**src/design/dhte_pkg.sv**
```systemverilog
// ----------------------------------------------------------------------------
// dhte_pkg
// Shared types and codes for the double-hashing table engine: controller
// states, the command and status groups between controller and datapath,
// and the operation codes.
// ----------------------------------------------------------------------------
package dhte_pkg;

    typedef enum logic [1:0] {
        ST_CLEAR,
        ST_IDLE,
        ST_PROBE
    } state_t;

    localparam logic OP_INSERT = 1'b0;
    localparam logic OP_LOOKUP = 1'b1;

    typedef struct packed {
        logic clear;   // sweep one key slot to empty
        logic load;    // capture a new item
        logic probe;   // check one slot of the probe path
    } ctl_cmd_t;

    typedef struct packed {
        logic clear_last;  // sweep is at the last slot
        logic probe_done;  // current item ends this cycle
    } ctl_status_t;

endpackage

```
**src/design/dhte_ctrl.sv**
```systemverilog
// ----------------------------------------------------------------------------
// dhte_ctrl
// Controller of the table engine: runs the key-store sweep after reset,
// takes items while idle and steps the datapath through the probe path.
// ----------------------------------------------------------------------------
module dhte_ctrl
    import dhte_pkg::*;
(
    input  logic        clk,
    input  logic        rst_n,
    input  logic        start,
    input  ctl_status_t status,
    output ctl_cmd_t    cmd,
    output logic        busy
);

    state_t state_reg;
    state_t state_next;

    always_ff @(posedge clk or negedge rst_n)
    begin
        if (!rst_n)
        begin
            state_reg <= ST_CLEAR;
        end
        else
        begin
            state_reg <= state_next;
        end
    end

    always_comb
    begin
        state_next = state_reg;
        unique case (state_reg)
            ST_CLEAR:
            begin
                if (status.clear_last)
                begin
                    state_next = ST_IDLE;
                end
            end
            ST_IDLE:
            begin
                if (start)
                begin
                    state_next = ST_PROBE;
                end
            end
            ST_PROBE:
            begin
                if (status.probe_done)
                begin
                    state_next = ST_IDLE;
                end
            end
            default:
            begin
                state_next = ST_CLEAR;
            end
        endcase
    end

    always_comb
    begin
        cmd  = '0;
        busy = 1'b1;
        unique case (state_reg)
            ST_CLEAR:
            begin
                cmd.clear = 1'b1;
            end
            ST_IDLE:
            begin
                busy     = 1'b0;
                cmd.load = start;
            end
            ST_PROBE:
            begin
                cmd.probe = 1'b1;
            end
            default:
            begin
                cmd = '0;
            end
        endcase
    end

endmodule

```
**config.mk**
```make
export PLATFORM = sky130hd
export DESIGN_NAME = dhte_ctrl
export DESIGN_NICKNAME = d
export VERILOG_FILES = /design/src/design/dhte_pkg.sv /design/src/design/dhte_ctrl.sv
export SDC_FILE = /design/constraint.sdc
export NUM_CORES = 1
export LEC_CHECK = 0
export ABC_AREA = 1
export ABC_CLOCK_PERIOD_IN_PS = 900
export BUFFER_PORTS_ARGS = -buffer_cell sky130_fd_sc_hd__buf_2
export CORE_AREA = 2 2 39 41
export DETAILED_ROUTE_END_ITERATION = 10
export DIE_AREA = 0 0 41 43
export GPL_ROUTABILITY_DRIVEN = 0
export SETUP_SLACK_MARGIN = 0.5
export SLEW_MARGIN = 10
export SYNTH_ARGS = -nofsm -noshare
export SYNTH_HDL_FRONTEND = slang
export SYNTH_SLANG_ARGS = --single-unit
```
**constraint.sdc**
```tcl
create_clock -name clk -period 0.9 [get_ports clk]
set_clock_uncertainty 0.15 [all_clocks]
set_input_delay 0.09 -clock clk [delete_from_list [all_inputs] [get_ports clk]]
set_output_delay 0.09 -clock clk [all_outputs]
set_load 0.05 [all_outputs]
```
== Word-level counts from Yosys, hierarchy flattened ==
Cells that the tools add are included.

* Input bits: 5
* Register bits after elaboration: 2

* Muxes and demuxes: 8
* Reduce and logical (&&, ||, !) cells: 2
* Equality and inequality tests: 5

{| class="wikitable"
|+ Operators with widths
! operator !! number
|-
| 2-bit 2-to-1 mux || 3
|-
| 2-bit != test (second input constant) || 3
|-
| 2-bit case mux with 3 select lines || 1
|-
| 1-bit 2-to-1 mux || 4
|-
| 3-bit AND reduction || 1
|-
| 2-bit by 1-bit == test with 1-bit output (second input constant) || 1
|-
| 2-bit == test (second input constant) || 1
|-
| 2-bit zero test || 1
|}

== Logic depth before layout (Yosys ltp) ==
Gate-level depths: netlist (run 1).

* Depth in word-level cells: 3
* Gate-level depth with buffers: 5

== Worst setup path after synthesis (run 1) ==
OpenSTA, ideal clock, no wires.

* Path type: register to output
* From: register state_reg[1]
* To: output port cmd[1] in the netlist's numbering
* Data arrival time: 1536 ps
* Stages on the path, launching flop included: 4
* Path buffers: 0
* Data required time: 660 ps
* Setup slack: -876 ps
* Cells stage by stage: dfrtp_1 inv_2 nand2_1 nor2_1

{| class="wikitable"
|+ RTL lines
! what !! line !! source
|-
| start: declaration || dhte_ctrl.sv:17 || <nowiki>state_t state_reg;</nowiki>
|-
| start signal: assignment || dhte_ctrl.sv:28 || <nowiki>state_reg <= state_next;</nowiki>
|-
| end: declaration || dhte_ctrl.sv:13 || <nowiki>output ctl_cmd_t cmd,</nowiki>
|}

==> results.sh, run 1 <==
export IMPL_run_status="finished, violations left"
export IMPL_violated_checks="hold timing, setup timing"
export IMPL_ys_warn_count=0
export IMPL_combinational_family_with_the_most_area_after_synthesis="simple AND/OR/NAND/NOR gates"
export IMPL_cp_cell_sequence="inv_2, buf_12, nor2_4, buf_8"
export IMPL_nFillCells=159
export IMPL_drt_vias_per_instance=3.42
export IMPL_criticalPathCategory="flop to output port"
export IMPL_drt_first_pass_iters=1
export IMPL_synth_seq_area_share=0.430
export IMPL_critical_path_top_delay_family="flip-flops"
export IMPL_period_utilisation_layout=1.42
export IMPL_cts_made_buffers=3
export IMPL_start_kind="flop"
export IMPL_postSynthCellCount=17
export IMPL_ys_ff_latch=2
export IMPL_setup_reg_to_reg_worst_slack_ns=-0.26
export IMPL_synthToLayoutAreaGrowth_pct=178
export IMPL_multi_input_gate_area_in_the_final_layout_um2=81.3
export IMPL_most_numerous_cell_types_in_the_synthesized_netlist="4 x inv_1, 4 x nand2_1, 2 x dfrtp_1, 2 x nor2_2"
export IMPL_synth_mux_area_frac=0
export IMPL_finalCriticalPeriod_ns=1.28
export IMPL_buffering_stage_count_on_the_worst_path_with_inverters_included=3
export IMPL_final_net_count=40
export IMPL_grt_total_usage=0.0612
export IMPL_synth_xor_area_share=0
export IMPL_grt_pass1_wl_um=614
export IMPL_routed_via_count=171
export IMPL_synth_simple_gate_area_frac=0.366
export IMPL_first_global_vias=144
export IMPL_remaining_drc_errors=0
export IMPL_slew_limit_headroom=0.878
export IMPL_timing_rr_end="state_reg[0]"
export IMPL_worst_endpoint_required_ns=0.66
export IMPL_timing_critical_path_fanout_max=3
export IMPL_final_cell_count_no_fill=50
export IMPL_clkLatencyLatePin_ns=0.23
export IMPL_max_clock_path_buffers=2
export IMPL_cellPowerDensity_nw_per_um2=4740
export IMPL_placedCellCount=42
export IMPL_timing_critical_path_slowest_stage_cell="dfrtp_1"
export IMPL_worst_r2r_startpoint="state_reg[1]"
export IMPL_fmax_mhz=784
export IMPL_mapped_cell_area_um2=116
export IMPL_design_core_area_um2=1380
export IMPL_primary_ff_master_synth="dfrtp_1"
export IMPL_area_of_the_die_um2=1760
export IMPL_number_of_hold_slack_violations_in_the_final_timing_report=3
export IMPL_netlist_cell_type_count=9
export IMPL_worstMarginPinSlew_ns=0.183
export IMPL_io_pins=9
export IMPL_setup_tns_ns=-1.87
export IMPL_initial_utilization=0.0841
export IMPL_largest_register_ffs=2
export IMPL_net_switching_power_uw=718
export IMPL_share_of_synthesized_registers_carrying_an_async_set_or_reset=1.00
export IMPL_power_share_sequential=0.144
export IMPL_synth_edf_count=0
export IMPL_pre_cts_slack_ns=-0.234
export IMPL_cts_htree_levels=1
export IMPL_post_synth_fa_ha_maj_area_fraction=0
export IMPL_cts_sinks=2
export IMPL_report_final_setup_viol=6
export IMPL_seqCellArea_um2=51.3
export IMPL_die_h_um=43
export IMPL_holdCritPathClass="primary input to asynchronous set/reset pin"
export IMPL_power_share_combinational=0.708
export IMPL_portBuffers=8
export IMPL_postSynthNetCount=22
export IMPL_clock_power_frac=0.148
export IMPL_synth_top_area_share=0.430
export IMPL_cts_root_buffer_cell="clkbuf_4"
export IMPL_tritoncts="done"
export IMPL_placementRows=14
export IMPL_drt_wl_total_um=352
export IMPL_antenna_violations_before_repair=0
export IMPL_post_synth_top_area_cell="dfrtp_1"
export IMPL_finalWorstSetupSlack_ns=-0.376
export IMPL_critPathMaxStageDelay_ns=0.36
export IMPL_clk_pin_slew_ns=0.04
export IMPL_ff2ff_path_depth=6
export IMPL_fraction_of_final_layout_cells_sized_beyond_drive_strength_1=0.735
export IMPL_grt_setup_unrepaired="yes"
export IMPL_netlist_top_cells_area="dfrtp_1 43%, inv_1 13%, nand2_1 13%"
export IMPL_first_iter_violations=0
export IMPL_maxCapViolations=0
export IMPL_post_synth_cell_area_avg_um2=6.84
export IMPL_grt_overflow=0
export IMPL_diodes=0
export IMPL_grt_start_max_net_pins=6
export IMPL_setup_worst_path_end_class="output port"
export IMPL_leakage_nw=0.164
export IMPL_switching_fraction_of_total_power=0.467
export IMPL_die_w_um=41
export IMPL_cellInternalPower_uw=818
export IMPL_crit_arrival_ns=1.04
export IMPL_ir_drop_v=0.00109
export IMPL_drt_antenna_violating_nets=0
export IMPL_share_of_the_synthesized_area_in_compound_gates_ao_oa_aoi_oai=0.0430
export IMPL_slew_violations=0
export IMPL_wl_per_cell_um=7.04
export IMPL_final_hold_worst_slack_ns=-0.516
power by group through the flow:
stage                     Clock, mW  Sequential (mW)  Combinational, mW
after floorplan                   0            0.221              0.543
after global placement            0            0.217              0.687
after detailed placement          0            0.220              0.694
after CTS                     0.238            0.218              0.872
after global routing          0.270            0.228               1.16
final                         0.227            0.221               1.09
cell usage in the layout (no fill, tap or decap):
cell type | netlist | final
buf_4 | 0 | 3
nand4_1 | 1 | 1
buf_2 | 0 | 4
inv_1 | 4 | 4
buf_12 | 0 | 1
buf_8 | 0 | 2
buf_6 | 0 | 3
nand2_1 | 4 | 1
dfrtp_2 | 0 | 1
dfrtp_1 | 2 | 1
nand2_4 | 0 | 1
o21ai_2 | 0 | 1
inv_2 | 1 | 1
clkbuf_1 | 0 | 1
nand2_2 | 0 | 2
clkbuf_4 | 0 | 3
nand3_1 | 1 | 1
nor2_4 | 0 | 3
cell families after synthesis:
logic type	count (synthesis)
AO/OA/AOI/OAI	1
buffers and inverters	5
flip-flops	2
AND/OR/NAND/NOR	9
metrics by stage:
step	instance area [um^2]	utilization	power (mW)
6_report	324	0.234	1.54
5_1_grt	324	0.234	1.66
4_1_cts	274	0.198	1.33
3_5_place_dp	210	0.152	0.915
3_3_place_gp	210	0.152	0.904
2_1_floorplan	143	-	0.763
layer usage:
metal  vias to the layer above  track usage  wire, um
met2                         4       0.0719       210
li1                         85            -         -
met5                         -            0         0
met3                         0       0.0785        27
met1                        82       0.0547       115
met4                         0       0.0400         0
how the worst max path moves through the flow:
stage / startpoint / endpoint / slack, ns / cells after the start
after CTS: state_reg[1] / cmd[1] / -0.37 / 4
final: state_reg[1] / cmd[0] / -0.38 / 4
after detailed placement: state_reg[1] / cmd[1] / -0.23 / 4
after global placement: state_reg[1] / cmd[1] / -0.22 / 4
after global routing: state_reg[1] / cmd[1] / -0.45 / 4
after floorplan: state_reg[1] / state_reg[0] / -0.36 / 5
layout make-up:
class	count	area share
clock buffers	4	0.0811
inverters	5	0.0579
multi-input cells	10	0.251
flip-flops and latches	2	0.158
well taps	16	0.0618
repair buffers	13	0.390
what timing repair did:
item,CTS,global route
pin swaps,4,3
gates resized for setup,10,4
endpoints found under the setup margin,6,6
endpoints found under the hold margin,3,3
setup buffers,1,3
Note: power is estimated with default switching activity, not from simulation.
==> run 2: changes to the inputs <==
- GPL_ROUTABILITY_DRIVEN: 0 -> unset
- SKIP_CTS_REPAIR_TIMING: unset -> 1
==> results.sh, run 2 (synthesized netlist as in run 1, its figures left out) <==
export IMPL_run_status="finished, violations left"
export IMPL_violated_checks="hold timing, setup timing"
export IMPL_largest_register_ffs=2
export IMPL_start_kind="flop"
export IMPL_grt_pass1_wl_um=621
export IMPL_remaining_drc_errors=0
export IMPL_cp_cell_sequence="buf_4, nor2_4, buf_8"
export IMPL_finalCriticalPeriod_ns=1.26
export IMPL_setup_worst_path_end_class="output port"
export IMPL_worstMarginPinSlew_ns=0.182
export IMPL_worst_r2r_startpoint="state_reg[1]"
export IMPL_grt_start_max_net_pins=6
export IMPL_placed_area_um2=210
export IMPL_buffering_stage_count_on_the_worst_path_with_inverters_included=2
export IMPL_timing_critical_path_from="state_reg[1]"
export IMPL_max_clock_path_buffers=2
export IMPL_slew_limit_headroom=0.879
export IMPL_finalWorstSetupSlack_ns=-0.361
export IMPL_cts_sinks=2
export IMPL_routed_via_count=166
export IMPL_clkLatencyLatePin_ns=0.23
export IMPL_holdCritPathClass="primary input to asynchronous set/reset pin"
export IMPL_diodes=0
export IMPL_slew_violations=0
export IMPL_report_final_setup_viol=6
export IMPL_area_of_the_die_um2=1760
export IMPL_number_of_hold_slack_violations_in_the_final_timing_report=3
export IMPL_die_h_um=43
export IMPL_layout_common_cells="4 x inv_1, 4 x buf_2, 4 x buf_4, 3 x nor2_4, 3 x clkbuf_4"
export IMPL_drt_wl_total_um=343
export IMPL_timing_rr_end="state_reg[0]"
export IMPL_cts_root_buffer_cell="clkbuf_4"
export IMPL_clk_pin_slew_ns=0.04
export IMPL_critical_path_top_delay_family="flip-flops"
export IMPL_worst_endpoint_required_ns=0.66
export IMPL_final_net_count=39
export IMPL_portBuffers=8
export IMPL_fraction_of_final_layout_cells_sized_beyond_drive_strength_1=0.727
export IMPL_tritoncts="done"
export IMPL_cts_made_buffers=3
export IMPL_grt_total_usage=0.0612
export IMPL_synthToLayoutAreaGrowth_pct=158
export IMPL_period_utilisation_layout=1.40
export IMPL_grt_setup_unrepaired="yes"
export IMPL_io_pins=9
export IMPL_design_core_area_um2=1380
export IMPL_critPathMaxStageDelay_ns=0.38
export IMPL_timing_critical_path_slowest_stage_cell="dfrtp_1"
export IMPL_die_w_um=41
export IMPL_globalplace_congestion=0.544
export IMPL_setup_reg_to_reg_worst_slack_ns=-0.18
export IMPL_fmax_mhz=793
export IMPL_grt_overflow=0
export IMPL_placementRows=14
export IMPL_cts_htree_levels=1
export IMPL_fin_area_um2=300
export IMPL_drt_antenna_violating_nets=0
export IMPL_first_iter_violations=0
export IMPL_initial_utilization=0.0841
export IMPL_first_global_vias=142
export IMPL_timing_critical_path_fanout_max=2
export IMPL_drt_vias_per_instance=3.39
export IMPL_ff2ff_path_depth=6
export IMPL_final_hold_worst_slack_ns=-0.516
export IMPL_antenna_violations_before_repair=0
export IMPL_wl_per_cell_um=7.00
export IMPL_drt_first_pass_iters=1
export IMPL_criticalPathCategory="flop to output port"
export IMPL_maxCapViolations=0
export IMPL_crit_arrival_ns=1.02
run 2: changes by cell type in the layout (fill, tap and decap cells not counted):
cell,change
buf_4,+1
buf_6,-1
buf_12,-1
run 2: worst max-delay path by stage:
stage	to	slack, ns	cells past startpoint
after floorplan	state_reg[0]	-0.36	5
after global routing	cmd[1]	-0.43	3
after detailed placement	cmd[1]	-0.23	4
after CTS	cmd[1]	-0.48	4
final	cmd[2]	-0.36	3
after global placement	cmd[1]	-0.22	4
run 2: cell type report:
cell class / instances / area, um^2
fillers: 161 / 1080
repair buffers: 12 / 103
multi-input cells: 10 / 81.3
flip-flops and latches: 2 / 51.3
clock buffers: 4 / 26.3
well taps: 16 / 20.0
inverters: 5 / 18.8
run 2: per-layer routing:
layer	routed length, um	global-route usage	vias up	part of all wire
met1	110	0.0547	80	0.32
met4	0	0.0400	0	0
met2	206	0.0719	4	0.60
met3	27	0.0785	0	0.079
li1	-	-	82	-
met5	0	0	-	0
run 2: stage by stage:
stage	util	worst slack, ns	hold WS, ns	setup TNS, ns	cells
6_report	0.217	-0.361	-0.516	-1.70	49
5_1_grt	0.217	-0.429	-0.539	-2.06	49
4_1_cts	0.171	-0.477	-0.523	-1.98	46
3_5_place_dp	0.152	-0.234	-0.274	-0.986	42
3_3_place_gp	0.152	-0.224	-0.274	-0.942	42
2_1_floorplan	-	-0.355	-0.356	-1.10	17
Power of run 2 is left out: the tool's default activity adds up to more than one toggle a clock period on the data nets, which glitch-free logic cannot reach.
